`src/hdl/wsd_pkg.sv`:
```
package wsd_pkg;

    // Channel limit and queue depth
    localparam int MaxChannels = 16;
    localparam int QDepth      = 4;
    localparam int QAw         = $clog2(QDepth);

    // Result kinds
    localparam logic [1:0] KIND_SAMPLE = 2'd0;
    localparam logic [1:0] KIND_DONE   = 2'd1;
    localparam logic [1:0] KIND_ERROR  = 2'd2;

    // Error codes
    localparam logic [2:0] ERR_NONE     = 3'd0;
    localparam logic [2:0] ERR_HEADER   = 3'd1;
    localparam logic [2:0] ERR_NO_FMT   = 3'd2;
    localparam logic [2:0] ERR_FORMAT   = 3'd3;
    localparam logic [2:0] ERR_NO_DATA  = 3'd4;
    localparam logic [2:0] ERR_NO_FRAME = 3'd5;

    // Chunk tags, first byte in the low bits
    localparam logic [31:0] TAG_RIFF = 32'h4646_4952;
    localparam logic [31:0] TAG_WAVE = 32'h4556_4157;
    localparam logic [31:0] TAG_FMT  = 32'h2074_6D66;
    localparam logic [31:0] TAG_DATA = 32'h6174_6164;

    // Format codes
    localparam logic [15:0] FMT_PCM        = 16'h0001;
    localparam logic [15:0] FMT_FLOAT      = 16'h0003;
    localparam logic [15:0] FMT_EXTENSIBLE = 16'hFFFE;

    localparam logic [31:0] F32_INF = 32'h7F80_0000;
    localparam logic [31:0] F32_QNAN = 32'h7FC0_0000;

    typedef enum logic [2:0] {
        PH_HDR,
        PH_CHDR,
        PH_FMT,
        PH_DATA,
        PH_SKIP,
        PH_WAIT
    } phase_t;

    typedef enum logic [2:0] {
        FC_I16,
        FC_I24,
        FC_I32,
        FC_F32,
        FC_F64
    } fcls_t;

    // Fields that ride along with each result
    typedef struct packed {
        logic [1:0]  kind;
        logic [3:0]  ch;
        logic        fe;
        logic [2:0]  err;
        logic [31:0] rate;
        logic [31:0] frames;
        logic        last;
    } meta_t;

    // One queue entry from parser to converter
    typedef struct packed {
        meta_t       meta;
        fcls_t       fcls;
        logic [63:0] raw;
    } entry_t;

endpackage

```
`src/hdl/wsd_div.sv`:
```
module wsd_div
    import wsd_pkg::*;
(
    input  logic        aclk,
    input  logic        aresetn,
    input  logic        start,
    input  logic [15:0] dividend,
    input  logic [4:0]  divisor,
    output logic        busy,
    output logic [15:0] quot
);

    logic        busy_reg, busy_next;
    logic [3:0]  cnt_reg, cnt_next;
    logic [3:0]  rem_reg, rem_next;
    logic [15:0] qd_reg, qd_next;
    logic [4:0]  dsr_reg, dsr_next;
    logic [4:0]  trial;

    // One quotient bit per cycle, restoring
    always_comb begin
        busy_next = busy_reg;
        cnt_next  = cnt_reg;
        rem_next  = rem_reg;
        qd_next   = qd_reg;
        dsr_next  = dsr_reg;
        trial     = {rem_reg, qd_reg[15]};
        if (start) begin
            busy_next = 1'b1;
            cnt_next  = 4'd15;
            rem_next  = 4'd0;
            qd_next   = dividend;
            dsr_next  = divisor;
        end else if (busy_reg) begin
            if (trial >= dsr_reg) begin
                rem_next = 4'(trial - dsr_reg);
                qd_next  = {qd_reg[14:0], 1'b1};
            end else begin
                rem_next = trial[3:0];
                qd_next  = {qd_reg[14:0], 1'b0};
            end
            cnt_next = cnt_reg - 4'd1;
            if (cnt_reg == 4'd0) begin
                busy_next = 1'b0;
            end
        end
    end

    always_ff @(posedge aclk) begin
        if (!aresetn) begin
            busy_reg <= 1'b0;
        end else begin
            busy_reg <= busy_next;
        end
        cnt_reg <= cnt_next;
        rem_reg <= rem_next;
        qd_reg  <= qd_next;
        dsr_reg <= dsr_next;
    end

    assign busy = busy_reg;
    assign quot = qd_reg;

endmodule

```
`src/hdl/wsd_front.sv`:
```
module wsd_front
    import wsd_pkg::*;
(
    input  logic       aclk,
    input  logic       aresetn,
    input  logic       s_tvalid,
    output logic       s_tready,
    input  logic [7:0] s_tdata,
    input  logic       s_tlast,
    input  logic       q_full,
    output logic       q_push,
    output entry_t     q_wdata
);

    phase_t      phase_reg, phase_next;
    logic [3:0]  bcnt_reg, bcnt_next;
    logic [31:0] tag_reg, tag_next;
    logic [31:0] clen_reg, clen_next;
    logic [31:0] crem_reg, crem_next;
    logic [15:0] fmtc_reg, fmtc_next;
    logic [15:0] chan_reg, chan_next;
    logic [31:0] rate_reg, rate_next;
    logic [15:0] balign_reg, balign_next;
    logic [15:0] bits_reg, bits_next;
    logic        sfmt_reg, sfmt_next;
    logic        sdata_reg, sdata_next;
    logic [63:0] buf_reg, buf_next;
    logic [15:0] fo_reg, fo_next;
    logic [15:0] w_reg, w_next;
    logic [4:0]  c_reg, c_next;
    logic [31:0] frames_reg, frames_next;
    logic        pad_reg, pad_next;
    logic [4:0]  foff_reg, foff_next;
    logic        xv_reg, xv_next;
    entry_t      x_reg, x_next;

    logic        accept;
    logic        div_start, div_busy;
    logic [15:0] stride;
    logic        fmt_ok;
    logic [8:0]  need_align;
    logic [15:0] bps;
    logic        smp_v, err_v, eof_v;
    logic [2:0]  err_code;
    entry_t      smp_it, err_it, eof_it, it0;
    logic        it0_v;
    fcls_t       fcls;

    wsd_div u_div (
        .aclk     (aclk),
        .aresetn  (aresetn),
        .start    (div_start),
        .dividend (balign_reg),
        .divisor  (chan_reg[4:0]),
        .busy     (div_busy),
        .quot     (stride)
    );

    assign s_tready = !q_full && !xv_reg && !div_busy;
    assign accept   = s_tvalid && s_tready;
    assign bps      = {3'd0, bits_reg[15:3]};

    // Format check at the start of the data chunk
    always_comb begin
        need_align = 9'(chan_reg[4:0] * bits_reg[6:3]);
        fmt_ok = (chan_reg != 16'd0) && (chan_reg <= 16'(MaxChannels))
            && (rate_reg != 32'd0) && (balign_reg != 16'd0);
        if (fmtc_reg == FMT_PCM) begin
            fmt_ok = fmt_ok && (bits_reg == 16'd16 || bits_reg == 16'd24
                || bits_reg == 16'd32);
        end else if (fmtc_reg == FMT_FLOAT) begin
            fmt_ok = fmt_ok && (bits_reg == 16'd32 || bits_reg == 16'd64);
        end else begin
            fmt_ok = 1'b0;
        end
        fmt_ok = fmt_ok && (balign_reg >= {7'd0, need_align});
    end

    // Sample class from format and width
    always_comb begin
        if (fmtc_reg == FMT_FLOAT) begin
            fcls = (bits_reg == 16'd64) ? FC_F64 : FC_F32;
        end else if (bits_reg == 16'd16) begin
            fcls = FC_I16;
        end else if (bits_reg == 16'd24) begin
            fcls = FC_I24;
        end else begin
            fcls = FC_I32;
        end
    end

    // Parse one byte
    always_comb begin
        phase_next  = phase_reg;
        bcnt_next   = bcnt_reg;
        tag_next    = tag_reg;
        clen_next   = clen_reg;
        crem_next   = crem_reg;
        fmtc_next   = fmtc_reg;
        chan_next   = chan_reg;
        rate_next   = rate_reg;
        balign_next = balign_reg;
        bits_next   = bits_reg;
        sfmt_next   = sfmt_reg;
        sdata_next  = sdata_reg;
        buf_next    = buf_reg;
        fo_next     = fo_reg;
        w_next      = w_reg;
        c_next      = c_reg;
        frames_next = frames_reg;
        pad_next    = pad_reg;
        foff_next   = foff_reg;
        div_start   = 1'b0;
        smp_v       = 1'b0;
        err_v       = 1'b0;
        err_code    = ERR_NONE;
        eof_v       = 1'b0;
        smp_it      = '0;
        err_it      = '0;
        eof_it      = '0;

        if (accept) begin
            unique case (phase_reg)
                PH_HDR: begin
                    tag_next = {s_tdata, tag_reg[31:8]};
                    if ((bcnt_reg == 4'd3 && tag_next != TAG_RIFF)
                        || (bcnt_reg == 4'd11 && tag_next != TAG_WAVE)) begin
                        err_v      = 1'b1;
                        err_code   = ERR_HEADER;
                        phase_next = PH_WAIT;
                    end else if (bcnt_reg == 4'd11) begin
                        phase_next = PH_CHDR;
                        bcnt_next  = 4'd0;
                    end else begin
                        bcnt_next = bcnt_reg + 4'd1;
                    end
                end
                PH_CHDR: begin
                    if (pad_reg) begin
                        pad_next = 1'b0;
                    end else begin
                        if (bcnt_reg < 4'd4) begin
                            tag_next = {s_tdata, tag_reg[31:8]};
                        end else begin
                            clen_next = {s_tdata, clen_reg[31:8]};
                        end
                        bcnt_next = bcnt_reg + 4'd1;
                        if (bcnt_reg == 4'd7) begin
                            // Header complete: pick the chunk's handling
                            bcnt_next = 4'd0;
                            crem_next = clen_next;
                            if (tag_next == TAG_FMT && !sfmt_reg
                                && clen_next >= 32'd16) begin
                                sfmt_next  = 1'b1;
                                phase_next = PH_FMT;
                                foff_next  = 5'd0;
                            end else if (tag_next == TAG_DATA && !sdata_reg) begin
                                sdata_next = 1'b1;
                                if (!sfmt_reg) begin
                                    err_v    = 1'b1;
                                    err_code = ERR_NO_FMT;
                                end else if (!fmt_ok) begin
                                    err_v    = 1'b1;
                                    err_code = ERR_FORMAT;
                                end else begin
                                    fo_next     = 16'd0;
                                    w_next      = 16'd0;
                                    c_next      = 5'd0;
                                    frames_next = 32'd0;
                                    phase_next  = PH_DATA;
                                    div_start   = 1'b1;
                                end
                            end else begin
                                phase_next = PH_SKIP;
                            end
                            if (err_v) begin
                                phase_next = PH_WAIT;
                            end else if (clen_next == 32'd0) begin
                                pad_next   = 1'b0;
                                phase_next = PH_CHDR;
                            end
                        end
                    end
                end
                PH_FMT, PH_DATA, PH_SKIP: begin
                    if (phase_reg == PH_FMT) begin
                        // Capture the fmt fields as their last byte lands
                        tag_next  = {s_tdata, tag_reg[31:8]};
                        foff_next = (foff_reg == 5'd31) ? foff_reg : foff_reg + 5'd1;
                        case (foff_reg)
                            5'd1:  fmtc_next   = tag_next[31:16];
                            5'd3:  chan_next   = tag_next[31:16];
                            5'd7:  rate_next   = tag_next;
                            5'd13: balign_next = tag_next[31:16];
                            5'd15: bits_next   = tag_next[31:16];
                            5'd25: begin
                                if (fmtc_reg == FMT_EXTENSIBLE && clen_reg >= 32'd40) begin
                                    fmtc_next = tag_next[31:16];
                                end
                            end
                            default: ;
                        endcase
                    end else if (phase_reg == PH_DATA) begin
                        // Gather sample bytes; walk channel stride and frame
                        if ({11'd0, c_reg} < chan_reg && w_reg < bps) begin
                            for (int i = 0; i < 8; i++) begin
                                if (w_reg[2:0] == 3'(i)) begin
                                    buf_next[i*8 +: 8] = s_tdata;
                                end else if (w_reg == 16'd0) begin
                                    buf_next[i*8 +: 8] = 8'd0;
                                end
                            end
                            if (w_reg == bps - 16'd1) begin
                                smp_v              = 1'b1;
                                smp_it.meta.kind   = KIND_SAMPLE;
                                smp_it.meta.ch     = c_reg[3:0];
                                smp_it.meta.fe     = ({11'd0, c_reg} == chan_reg - 16'd1);
                                smp_it.fcls        = fcls;
                                smp_it.raw         = buf_next;
                            end
                        end
                        if (w_reg + 16'd1 == stride) begin
                            w_next = 16'd0;
                            c_next = (c_reg == 5'd16) ? c_reg : c_reg + 5'd1;
                        end else begin
                            w_next = w_reg + 16'd1;
                        end
                        if ({1'b0, fo_reg} + 17'd1 >= {1'b0, balign_reg}) begin
                            fo_next     = 16'd0;
                            w_next      = 16'd0;
                            c_next      = 5'd0;
                            frames_next = frames_reg + 32'd1;
                        end else begin
                            fo_next = fo_reg + 16'd1;
                        end
                    end
                    crem_next = crem_reg - 32'd1;
                    if (crem_next == 32'd0) begin
                        pad_next   = clen_reg[0];
                        phase_next = PH_CHDR;
                        bcnt_next  = 4'd0;
                    end
                end
                PH_WAIT: ;
                default: ;
            endcase

            err_it.meta.kind = KIND_ERROR;
            err_it.meta.err  = err_code;

            // Close the file on its last byte
            if (s_tlast) begin
                if (phase_next == PH_HDR) begin
                    eof_v            = 1'b1;
                    eof_it.meta.kind = KIND_ERROR;
                    eof_it.meta.err  = ERR_HEADER;
                end else if (phase_next != PH_WAIT) begin
                    eof_v = 1'b1;
                    if (!sdata_next) begin
                        eof_it.meta.kind = KIND_ERROR;
                        eof_it.meta.err  = ERR_NO_DATA;
                    end else if (frames_next == 32'd0) begin
                        eof_it.meta.kind = KIND_ERROR;
                        eof_it.meta.err  = ERR_NO_FRAME;
                    end else begin
                        eof_it.meta.kind   = KIND_DONE;
                        eof_it.meta.rate   = rate_next;
                        eof_it.meta.frames = frames_next;
                    end
                end
                phase_next  = PH_HDR;
                bcnt_next   = 4'd0;
                tag_next    = 32'd0;
                clen_next   = 32'd0;
                crem_next   = 32'd0;
                fmtc_next   = 16'd0;
                chan_next   = 16'd0;
                rate_next   = 32'd0;
                balign_next = 16'd0;
                bits_next   = 16'd0;
                sfmt_next   = 1'b0;
                sdata_next  = 1'b0;
                buf_next    = 64'd0;
                fo_next     = 16'd0;
                w_next      = 16'd0;
                c_next      = 5'd0;
                frames_next = 32'd0;
                pad_next    = 1'b0;
                foff_next   = 5'd0;
            end
        end
    end

    // Order the results of this byte; hold a second one until the queue has room
    always_comb begin
        xv_next = xv_reg;
        x_next  = x_reg;
        it0_v   = smp_v || err_v || eof_v;
        if (smp_v) begin
            it0 = smp_it;
        end else if (err_v) begin
            it0 = err_it;
        end else begin
            it0 = eof_it;
        end
        it0.meta.last = !(smp_v && eof_v);
        if (smp_v && eof_v) begin
            xv_next          = 1'b1;
            x_next           = eof_it;
            x_next.meta.last = 1'b1;
        end else if (xv_reg && !q_full) begin
            xv_next = 1'b0;
        end
        q_push  = (accept && it0_v) || (xv_reg && !q_full);
        q_wdata = xv_reg ? x_reg : it0;
    end

    always_ff @(posedge aclk) begin
        if (!aresetn) begin
            phase_reg  <= PH_HDR;
            bcnt_reg   <= 4'd0;
            tag_reg    <= 32'd0;
            clen_reg   <= 32'd0;
            crem_reg   <= 32'd0;
            fmtc_reg   <= 16'd0;
            chan_reg   <= 16'd0;
            rate_reg   <= 32'd0;
            balign_reg <= 16'd0;
            bits_reg   <= 16'd0;
            sfmt_reg   <= 1'b0;
            sdata_reg  <= 1'b0;
            fo_reg     <= 16'd0;
            w_reg      <= 16'd0;
            c_reg      <= 5'd0;
            frames_reg <= 32'd0;
            pad_reg    <= 1'b0;
            foff_reg   <= 5'd0;
            xv_reg     <= 1'b0;
        end else begin
            phase_reg  <= phase_next;
            bcnt_reg   <= bcnt_next;
            tag_reg    <= tag_next;
            clen_reg   <= clen_next;
            crem_reg   <= crem_next;
            fmtc_reg   <= fmtc_next;
            chan_reg   <= chan_next;
            rate_reg   <= rate_next;
            balign_reg <= balign_next;
            bits_reg   <= bits_next;
            sfmt_reg   <= sfmt_next;
            sdata_reg  <= sdata_next;
            fo_reg     <= fo_next;
            w_reg      <= w_next;
            c_reg      <= c_next;
            frames_reg <= frames_next;
            pad_reg    <= pad_next;
            foff_reg   <= foff_next;
            xv_reg     <= xv_next;
        end
        buf_reg <= buf_next;
        x_reg   <= x_next;
    end

endmodule

```
`src/hdl/wsd_fifo.sv`:
```
module wsd_fifo
    import wsd_pkg::*;
(
    input  logic   aclk,
    input  logic   aresetn,
    input  logic   push,
    input  entry_t wdata,
    input  logic   pop,
    output entry_t rdata,
    output logic   full,
    output logic   empty
);

    entry_t         mem_reg [QDepth];
    logic [QAw-1:0] wp_reg, rp_reg;
    logic [QAw:0]   cnt_reg;

    assign full  = (cnt_reg == (QAw+1)'(QDepth));
    assign empty = (cnt_reg == '0);
    assign rdata = mem_reg[rp_reg];

    // Advance pointers and occupancy
    always_ff @(posedge aclk) begin
        if (!aresetn) begin
            wp_reg  <= '0;
            rp_reg  <= '0;
            cnt_reg <= '0;
        end else begin
            if (push) begin
                wp_reg <= wp_reg + 1'b1;
            end
            if (pop) begin
                rp_reg <= rp_reg + 1'b1;
            end
            if (push && !pop) begin
                cnt_reg <= cnt_reg + 1'b1;
            end else if (pop && !push) begin
                cnt_reg <= cnt_reg - 1'b1;
            end
        end
        if (push) begin
            mem_reg[wp_reg] <= wdata;
        end
    end

endmodule

```
`src/hdl/wsd_back.sv`:
```
module wsd_back
    import wsd_pkg::*;
(
    input  logic         aclk,
    input  logic         aresetn,
    input  logic         q_empty,
    input  entry_t       q_rdata,
    output logic         q_pop,
    output logic         m_tvalid,
    input  logic         m_tready,
    output logic [103:0] m_tdata,
    output logic [1:0]   m_tuser,
    output logic         m_tlast
);

    // Stage A: unpack
    logic        va_reg;
    meta_t       ma_reg;
    logic        spa_reg, sga_reg, inta_reg;
    logic [31:0] swa_reg;
    logic [4:0]  eoa_reg;
    logic [63:0] wa_reg;
    logic [5:0]  sha_reg;
    logic [7:0]  eba_reg;
    // Stage B: normalize
    logic        vb_reg;
    meta_t       mb_reg;
    logic        spb_reg, sgb_reg;
    logic [31:0] swb_reg;
    logic [63:0] wb_reg;
    logic [5:0]  shb_reg;
    logic [7:0]  ebb_reg;
    // Stage C: align
    logic        vc_reg;
    meta_t       mc_reg;
    logic        spc_reg, sgc_reg, gc_reg, stc_reg;
    logic [31:0] swc_reg;
    logic [23:0] qc_reg;
    logic [7:0]  ebc_reg;
    // Stage D: output
    logic        vd_reg;
    meta_t       md_reg;
    logic [31:0] wd_reg;

    logic        adv_a, adv_b, adv_c, adv_d;
    logic        sp_a, sg_a, int_a;
    logic [31:0] sw_a, sv_a, mag_a;
    logic [4:0]  eo_a;
    logic [63:0] w_a;
    logic [5:0]  sh_a;
    logic [7:0]  eb_a;
    logic [10:0] ex;
    logic [5:0]  lz;
    logic [5:0]  sh_b;
    logic [7:0]  eb_b;
    logic [127:0] full_c;
    logic [24:0] qr;
    logic [31:0] sum_d, word_d;

    // Stall chain from the output back to the queue
    assign adv_d = !vd_reg || m_tready;
    assign adv_c = !vc_reg || adv_d;
    assign adv_b = !vb_reg || adv_c;
    assign adv_a = !va_reg || adv_b;
    assign q_pop = !q_empty && adv_a;

    // Stage A: sign-extend integers, split float64
    always_comb begin
        sp_a  = 1'b0;
        sg_a  = 1'b0;
        int_a = 1'b0;
        sw_a  = 32'd0;
        sv_a  = 32'd0;
        eo_a  = 5'd0;
        w_a   = 64'd0;
        sh_a  = 6'd0;
        eb_a  = 8'd0;
        mag_a = 32'd0;
        ex    = q_rdata.raw[62:52];
        if (q_rdata.meta.kind != KIND_SAMPLE) begin
            sp_a = 1'b1;
        end else begin
            unique case (q_rdata.fcls)
                FC_I16, FC_I24, FC_I32: begin
                    int_a = 1'b1;
                    if (q_rdata.fcls == FC_I16) begin
                        sv_a = {{16{q_rdata.raw[15]}}, q_rdata.raw[15:0]};
                        eo_a = 5'd15;
                    end else if (q_rdata.fcls == FC_I24) begin
                        sv_a = {{8{q_rdata.raw[23]}}, q_rdata.raw[23:0]};
                        eo_a = 5'd23;
                    end else begin
                        sv_a = q_rdata.raw[31:0];
                        eo_a = 5'd31;
                    end
                    sg_a  = sv_a[31];
                    mag_a = sv_a[31] ? (32'd0 - sv_a) : sv_a;
                    w_a   = {mag_a, 32'd0};
                    sp_a  = (sv_a == 32'd0);
                end
                FC_F32: begin
                    sp_a = 1'b1;
                    sw_a = q_rdata.raw[31:0];
                end
                FC_F64: begin
                    sg_a = q_rdata.raw[63];
                    w_a  = {11'd0, 1'b1, q_rdata.raw[51:0]};
                    if (ex == 11'h7FF) begin
                        sp_a = 1'b1;
                        if (q_rdata.raw[51:0] == 52'd0) begin
                            sw_a = {sg_a, 31'd0} | F32_INF;
                        end else begin
                            sw_a = {sg_a, 31'd0} | F32_QNAN | {9'd0, q_rdata.raw[51:29]};
                        end
                    end else if (ex == 11'd0 || ex <= 11'd872) begin
                        sp_a = 1'b1;
                        sw_a = {sg_a, 31'd0};
                    end else if (ex >= 11'd1151) begin
                        sp_a = 1'b1;
                        sw_a = {sg_a, 31'd0} | F32_INF;
                    end else if (ex >= 11'd897) begin
                        sh_a = 6'd29;
                        eb_a = 8'(ex - 11'd897);
                    end else begin
                        sh_a = 6'(11'd926 - ex);
                        eb_a = 8'd0;
                    end
                end
                default: sp_a = 1'b1;
            endcase
        end
    end

    // Stage B: leading-zero count for integers
    always_comb begin
        lz = 6'd32;
        for (int i = 0; i < 32; i++) begin
            if (wa_reg[32+i]) begin
                lz = 6'(31 - i);
            end
        end
        if (inta_reg) begin
            sh_b = 6'd40 - lz;
            eb_b = 8'(9'd157 - {3'd0, lz} - {4'd0, eoa_reg});
        end else begin
            sh_b = sha_reg;
            eb_b = eba_reg;
        end
    end

    // Stage C: align significand, keep guard and sticky
    assign full_c = {wb_reg, 64'd0} >> shb_reg;

    // Stage D: round to nearest even and pack
    always_comb begin
        qr    = {1'b0, qc_reg} + {24'd0, (gc_reg && (stc_reg || qc_reg[0]))};
        sum_d = {1'b0, ebc_reg, 23'd0} + {7'd0, qr};
        if (sum_d >= F32_INF) begin
            sum_d = F32_INF;
        end
        word_d = spc_reg ? swc_reg : {sgc_reg, sum_d[30:0]};
    end

    always_ff @(posedge aclk) begin
        if (!aresetn) begin
            va_reg <= 1'b0;
            vb_reg <= 1'b0;
            vc_reg <= 1'b0;
            vd_reg <= 1'b0;
        end else begin
            if (adv_a) va_reg <= q_pop;
            if (adv_b) vb_reg <= va_reg;
            if (adv_c) vc_reg <= vb_reg;
            if (adv_d) vd_reg <= vc_reg;
        end
        if (adv_a) begin
            ma_reg   <= q_rdata.meta;
            spa_reg  <= sp_a;
            sga_reg  <= sg_a;
            inta_reg <= int_a;
            swa_reg  <= sw_a;
            eoa_reg  <= eo_a;
            wa_reg   <= w_a;
            sha_reg  <= sh_a;
            eba_reg  <= eb_a;
        end
        if (adv_b) begin
            mb_reg  <= ma_reg;
            spb_reg <= spa_reg;
            sgb_reg <= sga_reg;
            swb_reg <= swa_reg;
            wb_reg  <= wa_reg;
            shb_reg <= sh_b;
            ebb_reg <= eb_b;
        end
        if (adv_c) begin
            mc_reg  <= mb_reg;
            spc_reg <= spb_reg;
            sgc_reg <= sgb_reg;
            swc_reg <= swb_reg;
            qc_reg  <= full_c[87:64];
            gc_reg  <= full_c[63];
            stc_reg <= |full_c[62:0];
            ebc_reg <= ebb_reg;
        end
        if (adv_d) begin
            md_reg <= mc_reg;
            wd_reg <= word_d;
        end
    end

    assign m_tvalid = vd_reg;
    assign m_tuser  = md_reg.kind;
    assign m_tlast  = md_reg.last;
    assign m_tdata  = {md_reg.frames, md_reg.rate, md_reg.err, md_reg.fe,
                       md_reg.ch, wd_reg};

endmodule

```
`src/hdl/wav_stream_sample_decoder_unit.sv`:
```
// A sample passes the queue and the 4 converter stages: unpack, normalize, align, output.
// Throughput: one file byte per cycle while the queue has room; a byte that yields two items
// holds s_tready low until both are queued, as does the divider after a valid data header.
// Converter stages stall independently of the parser through a 4-entry queue.
// Reset: aresetn low at a rising edge clears the parser to expect the RIFF header
// and empties the queue and the output stage.
module wav_stream_sample_decoder_unit
    import wsd_pkg::*;
(
    input  logic         aclk,
    input  logic         aresetn,
    input  logic         s_tvalid,
    output logic         s_tready,
    input  logic [7:0]   s_tdata,   // file_byte
    input  logic         s_tlast,   // end_of_file
    output logic         m_tvalid,
    input  logic         m_tready,
    // sample_word[31:0], channel_index[35:32], frame_end[36], error_code[39:37],
    // rate_out[71:40], frames_out[103:72]
    output logic [103:0] m_tdata,
    output logic [1:0]   m_tuser,   // item_kind
    output logic         m_tlast    // run_last
);

    logic   q_push, q_pop, q_full, q_empty;
    entry_t q_wdata, q_rdata;

    wsd_front u_front (
        .aclk     (aclk),
        .aresetn  (aresetn),
        .s_tvalid (s_tvalid),
        .s_tready (s_tready),
        .s_tdata  (s_tdata),
        .s_tlast  (s_tlast),
        .q_full   (q_full),
        .q_push   (q_push),
        .q_wdata  (q_wdata)
    );

    wsd_fifo u_fifo (
        .aclk    (aclk),
        .aresetn (aresetn),
        .push    (q_push),
        .wdata   (q_wdata),
        .pop     (q_pop),
        .rdata   (q_rdata),
        .full    (q_full),
        .empty   (q_empty)
    );

    wsd_back u_back (
        .aclk     (aclk),
        .aresetn  (aresetn),
        .q_empty  (q_empty),
        .q_rdata  (q_rdata),
        .q_pop    (q_pop),
        .m_tvalid (m_tvalid),
        .m_tready (m_tready),
        .m_tdata  (m_tdata),
        .m_tuser  (m_tuser),
        .m_tlast  (m_tlast)
    );

endmodule

```
`config.mk`:
```
export PLATFORM = sky130hd
export DESIGN_NAME = wav_stream_sample_decoder_unit
export DESIGN_NICKNAME = d
export VERILOG_FILES = /design/src/hdl/wsd_pkg.sv /design/src/hdl/wsd_div.sv /design/src/hdl/wsd_front.sv /design/src/hdl/wsd_fifo.sv /design/src/hdl/wsd_back.sv /design/src/hdl/wav_stream_sample_decoder_unit.sv
export SDC_FILE = /design/constraint.sdc
export NUM_CORES = 2
export LEC_CHECK = 0
export ABC_AREA = 1
export BUFFER_PORTS_ARGS = -buffer_cell sky130_fd_sc_hd__buf_2
export CAP_MARGIN = 20
export CORE_ASPECT_RATIO = 1.75
export CORE_MARGIN = 8
export CORE_UTILIZATION = 45
export DETAILED_ROUTE_END_ITERATION = 16
export PLACE_DENSITY = 0.63
export SLEW_MARGIN = 20
export SYNTH_ARGS = -nofsm -noshare
export SYNTH_HDL_FRONTEND = slang
export SYNTH_HIERARCHICAL = 1
export SYNTH_SLANG_ARGS = --single-unit
```
`constraint.sdc`:
```
create_clock -name aclk -period 50.3 [get_ports aclk]
set_clock_uncertainty 0.2 [all_clocks]
set_input_delay 10.06 -clock aclk [delete_from_list [all_inputs] [get_ports aclk]]
set_output_delay 10.06 -clock aclk [all_outputs]
set_load 0.03 [all_outputs]
```
Word-level counts from Yosys, hierarchy flattened
Memory sizes are Yosys's and may differ from the RTL's. A register that Yosys moved wholly into a read port is not among the register bits.
Index checks and enable logic that the tools add are counted.
{ "classes": {"n_bitwise": 4, "n_shift": 1, "magnitude_cmp": 13, "reduce_logical": 104, "n_mul": 1, "addsub": 24, "n_mux": 293, "n_eq_ne": 61} }
{ "op_table": {"columns": ["op", "n"], "rows": [
  ["$mux 32", 42],
  ["$mux 67", 9],
  ["$mux 16", 33],
  ["$mux 64", 7],
  ["$mux 142", 3],
  ["$mux 6", 33],
  ["$pmux 32 s2", 3],
  ["$mux 8", 17],
  ["$logic_not 32->1", 4],
  ["$pmux 64 s2", 1],
  ["$shr 128x6->88", 1],
  ["$mux 5", 20],
  ["$pmux 16 s2", 3],
  ["$pmux 32 s3", 1],
  ["$mux 3", 27],
  ["$ne 32x31->1 const B", 2],
  ["$reduce_or 63->1", 1],
  ["$mux 1", 59],
  ["$logic_not 52->1", 1],
  ["$mux 4", 9],
  ["$mux 7", 5],
  ["$add 16x1->16 const B", 2],
  ["$add 31x25->32", 1],
  ["$add 32x1->32 const B", 1],
  ["90 further kinds", 216]
]} }
{ "word_totals": {"wordCells": 590, "ram_bits": 568, "register_bits": 1081, "mem_count": 1} }
{ "memory_table": {"columns": ["name", "depth", "width", "rd", "rd_clocked_by_memory_dff", "wr", "line", "text"], "rows": [
  ["u_fifo.mem_reg", 4, 142, 1, 1, 1, "wsd_fifo.sv:14", "entry_t mem_reg [QDepth];"]
]} }

Logic depth before layout (Yosys ltp)
{ "depth": {"depth_word": 35, "ltp_mapped": 43, "mapped_depth_nobuf": 43} }

Hierarchy
Netlist, hierarchy kept.
{ "by_module_without_submodules": {"columns": ["mod", "seq_area_each_um2", "instances", "area_each_um2", "cells_per_inst"], "rows": [
  ["wsd_back", 18938.2, 1, 27151.0, 2338],
  ["wsd_front", 9509.1, 1, 25872.3, 3811],
  ["wsd_fifo", 17236.5, 1, 21380.5, 1431],
  ["wsd_div", 810.8, 1, 1468.9, 162]
]} }

Worst setup path after synthesis
No wires, ideal clock.
{ "synth_path": {"path_type": "input -> register", "from": "input port m_tready", "to": "register u_back.eba_reg[0], enable pin", "path_buffers": 0, "setup_ns": 0.542, "arrival_time_ns": 22.953, "path_stages": 8, "setup_slack_ns": 26.604, "path_cell_list": "nor2_1 inv_1 nor2_1 inv_1 nor2_1 inv_1 nor2_1 inv_1"} }
{ "synth_between": {"elab_chain_len": 4} }
{ "synth_rtl": {"columns": ["item", "line", "text"], "rows": [
  ["start: declaration", "wav_stream_sample_decoder_unit.sv:17", "input logic m_tready,"],
  ["$logic_or 1x1->1", "wsd_back.sv:61", "assign adv_d = !vd_reg || m_tready;"],
  ["net u_back.adv_d", "wsd_back.sv:45", "logic adv_a, adv_b, adv_c, adv_d;"],
  ["$logic_or 1x1->1", "wsd_back.sv:62", "assign adv_c = !vc_reg || adv_d;"],
  ["net u_back.adv_c", "wsd_back.sv:45", null],
  ["$logic_or 1x1->1", "wsd_back.sv:63", "assign adv_b = !vb_reg || adv_c;"],
  ["net u_back.adv_b", "wsd_back.sv:45", null],
  ["$logic_or 1x1->1", "wsd_back.sv:64", "assign adv_a = !va_reg || adv_b;"],
  ["end signal: assignment", "wsd_back.sv:185", "eba_reg <= eb_a;"],
  ["end: declaration", "wsd_back.sv:24", "logic [7:0] eba_reg;"]
]} }
The timed path passes the listed nets, and every way through them passes these cells.
A chain may end at the register's enable or synchronous reset.

Worst setup path after layout
{ "layout_path": {"from": "input port s_tdata[4]", "to": "memory u_fifo/mem_reg[3][100] (netlist bit), enable pin"} }
{ "layout_between": {"elab_chain_len": 27} }
{ "layout_rtl": {"columns": ["item", "line", "text"], "rows": [
  ["start: declaration", "wav_stream_sample_decoder_unit.sv:14", "input logic [7:0] s_tdata,"],
  ["parallel branches: the longest is 22 deep, another holds $ge 32x5->1", null, null],
  ["$logic_or 1x1->1 *", "wsd_front.sv:298", "it0_v = smp_v || err_v || eof_v;"],
  ["$logic_and 1x1->1 *", "wsd_front.sv:314", "q_push = (accept && it0_v) || (xv_reg && !q_full);"],
  ["$logic_or 1x1->1 *", "wsd_front.sv:314", null],
  ["net q_push", "wav_stream_sample_decoder_unit.sv:25", "logic q_push, q_pop, q_full, q_empty;"],
  ["$mux 1 *", "wsd_fifo.sv:41", "if (push) begin"],
  ["$mux 1 (implied by the code) *", "wsd_fifo.sv:42", "mem_reg[wp_reg] <= wdata;"],
  ["end: declaration", "wsd_fifo.sv:14", null]
]} }
Mark *: on every way through the listed nets, which the timed path passes. The select of a mux whose other input is x is not followed.

==> flow_summary.toml <==
[worst_setup_path]
criticalPathCategory = "input port to flop"
path_max_fanout = 57
cp-end-kind = "flop"
arrival_ns = 15.47
cp-start-kind = "input port"
required_ns = 50.55

[sta]
tightestPinTransition_ns = 1.16
fin_crit_ns = 15.22
hold_slack_ns = 0.191
tns_ns = 0
period_share_pct = 30.3
slew_violations = 0
hold_viol = 0
fmax_ghz = 0.0657
maxSlewHeadroom_pct = 21.8
setup-violations-final = 0
rsz0062_at_grt = "no"

[logic_synthesis]
ys_seq_area_share_pct = 61.3
synth_edf_count = 1349
ys_warn_count = 6
synthCells = 7742
ys.flop_type = "edfxtp_1"
ys_async_sr_fraction_pct = 0
syn_area_per_cell_um2 = 9.80
syn_nets = 7870
synth.cell_area_um2 = 75900
ys_types = 82
ys_ff_latch = 1648

[layout]
syn2layout_area_growth_pct = 9.85
fill_cells = 15400
layout.cells.non_filler = 10100
nets = 7848
largest_register_ffs = 568
fin_util_pct = 49.7
drive_gt1_share_pct = 7.39

[detailed_routing]
antenna_left = 0
first_pass_iters = 6
vias_per_cell = 5.57
totalWireLength_mm = 219
route.detailed.drc = 0
drtIter0Drc = 4653
vias = 55900
wl_per_cell_um = 21.7

[worst_hold_path]
worstHoldPathType = "flop to flop"

[placement]
gp_congestion = 0.951
dp_cells = 9772
portBuffers = 121
hpwlAfterDp_mm = 154

[global_route]
grt_overflow_total = 0
grt_pass1_vias = 54100
grt_pass1_wl_mm = 326
grtUsageTotal_pct = 23.0
grt_max_degree = 133
antenna_found_initial = 12

[die]
initial_core_util_pct = 45.2
dieArea_um2 = 183000
die_w_um = 326
coreArea_um2 = 168000
die_height_um = 559
rows = 199
io_pins = 122

[power_and_ir_drop]
p_total_mw = 4.27
p_per_area_nw_per_um2 = 51.3
leakage_nw = 31.6
ir_drop_mv = 0.0311

[cts]
numCtsBuffers = 157
clk_pin_slew_ns = 0.07
clkSinkCount = 1648
insertion_delay_ns = 0.81
cts_setup_buffers = 0
h-tree-depth = 4
cts_resized = 0
cts_tree = "yes"
ctsHoldBuffers = 0
clockBufferDepth = 4
cts_root_buf = "clkbuf_16"

[job]
max_cap_viol_count = 0

[outcome]
status = "completed"
[critical path: stages]
cell,delay (ns)
buf_2,0.12
inv_1,0.50
nand2_1,0.11
o21ai_1,0.18
nand2_1,0.09
nor2_1,0.12
nand2_1,0.06
nor2_1,0.14
nand3_1,0.11
nor2_2,0.23
inv_1,0.10
nor2_1,0.14
nand2_1,0.09
nand2_1,0.14
nor2_1,0.05
nand3_1,0.13
nand3_1,0.20
inv_1,0.09
nor2_1,0.05
nor3_1,0.77
o21ai_0,0.51
nand2_1,0.28
inv_6,0.25
buf_4,0.43
buf_4,0.43
[synth_stat cells, types with 10 or more instances]
library cell	count	area (um^2)
nand2_1	1400	5260
o22ai_1	169	1060
o21a_1	24	180
a22oi_1	18	135
dfxtp_1	299	5990
mux2i_1	37	370
clkinv_1	14	52.6
edfxtp_1	1349	40500
o21ai_1	182	911
buf_4	10	75.1
xor2_1	89	780
clkbuf_1	269	1010
nor4_1	43	269
nor2_1	1056	3960
a31oi_1	46	288
o21ai_0	620	3100
nand3_1	346	1730
buf_2	61	305
nand4_1	95	594
o21ai_2	10	87.6
inv_2	16	60.1
nand3b_1	17	128
buf_6	17	191
nor3_1	85	425
or2_2	50	313
and3_1	10	62.6
a211oi_1	33	248
o211ai_1	34	255
inv_1	648	2430
a21oi_1	373	1870
xnor2_1	48	420
ha_1	106	1330
o221ai_1	12	105
buf_1	27	101
[final cells by class]
| class | instances | area, um^2 | share of cell area (%) |
|---|---|---|---|
| inverter | 679 | 2610 | 3.13 |
| timing repair buffer | 204 | 1250 | 1.50 |
| antenna | 6 | 15.0 | 0.0180 |
| tap | 2211 | 2770 | 3.32 |
| multi-input combinational | 5030 | 25200 | 30.3 |
| clock buffer | 199 | 4300 | 5.16 |
| sequential | 1648 | 46500 | 55.8 |
| clock inverter | 74 | 674 | 0.809 |
[path summary, 6_finish.rpt]
path | to | depth (start not counted) | startpoint | slack, ns
worst max-delay path | u_fifo/mem_reg[3][100] | 25 | s_tdata[4] | 35.08
worst min-delay path | u_back/mc_reg[43] | 0 | u_back/mb_reg[43] | 0.19
worst max register to register | u_fifo/mem_reg[3][100] | 33 | u_front/chan_reg[2] | 41.76
worst min register to register | u_back/mc_reg[43] | 0 | u_back/mb_reg[43] | 0.19
[metal layers]
metal | up-vias | share of wire, % | global-route usage, %
li1 | 26700 | - | -
met3 | 585 | 5.0 | 2.86
met1 | 26900 | 37 | 25.5
met4 | 10 | 7.5 | 15.0
met2 | 1774 | 51 | 41.1
met5 | - | 0.033 | 0
[report_power, final]
part	total (mW)	leakage [nW]	internal [mW]	switching, mW
Combinational	1.23	13.1	0.336	0.890
Sequential	1.89	16.0	1.77	0.120
Clock	1.16	2.42	0.658	0.503
[logic make-up (layout without fill, tap and decap cells)]
family / count (synthesis) / in the layout / share of synthesized area [%]
other: 0 / 6 / 0
adder cells (fa/ha/maj): 115 / 115 / 1.99
AND/OR/NAND/NOR: 3154 / 3154 / 17.4
buffers and inverters: 1064 / 1156 / 5.60
AO/OA/AOI/OAI: 1587 / 1587 / 11.6
multiplexers: 37 / 37 / 0.488
XOR/XNOR: 137 / 137 / 1.58
flip-flops: 1648 / 1648 / 61.3
[cell usage in the layout (no fill, tap or decap), types with 89 or more instances in the layout]
cell | Yosys | routed
nand2_1 | 1400 | 1399
o21ai_0 | 620 | 619
xor2_1 | 89 | 89
nand4_1 | 95 | 95
edfxtp_1 | 1349 | 1349
clkbuf_16 | 0 | 162
o22ai_1 | 169 | 169
inv_1 | 648 | 640
nand3_1 | 346 | 344
a21oi_1 | 373 | 372
o21ai_1 | 182 | 182
buf_2 | 61 | 119
dfxtp_1 | 299 | 296
ha_1 | 106 | 106
nor2_1 | 1056 | 1049
[stage by stage]
| step | setup slack (ns) | instance area, um^2 |
|---|---|---|
| 2_1_floorplan | 26.60 | 75900 |
| 3_3_place_gp | 34.38 | 78300 |
| 4_1_cts | 35.16 | 83300 |
| 3_5_place_dp | 34.36 | 78300 |
| 6_report | 35.08 | 83300 |
| 5_1_grt | 34.77 | 83300 |
(Power assumes the default switching activity.)
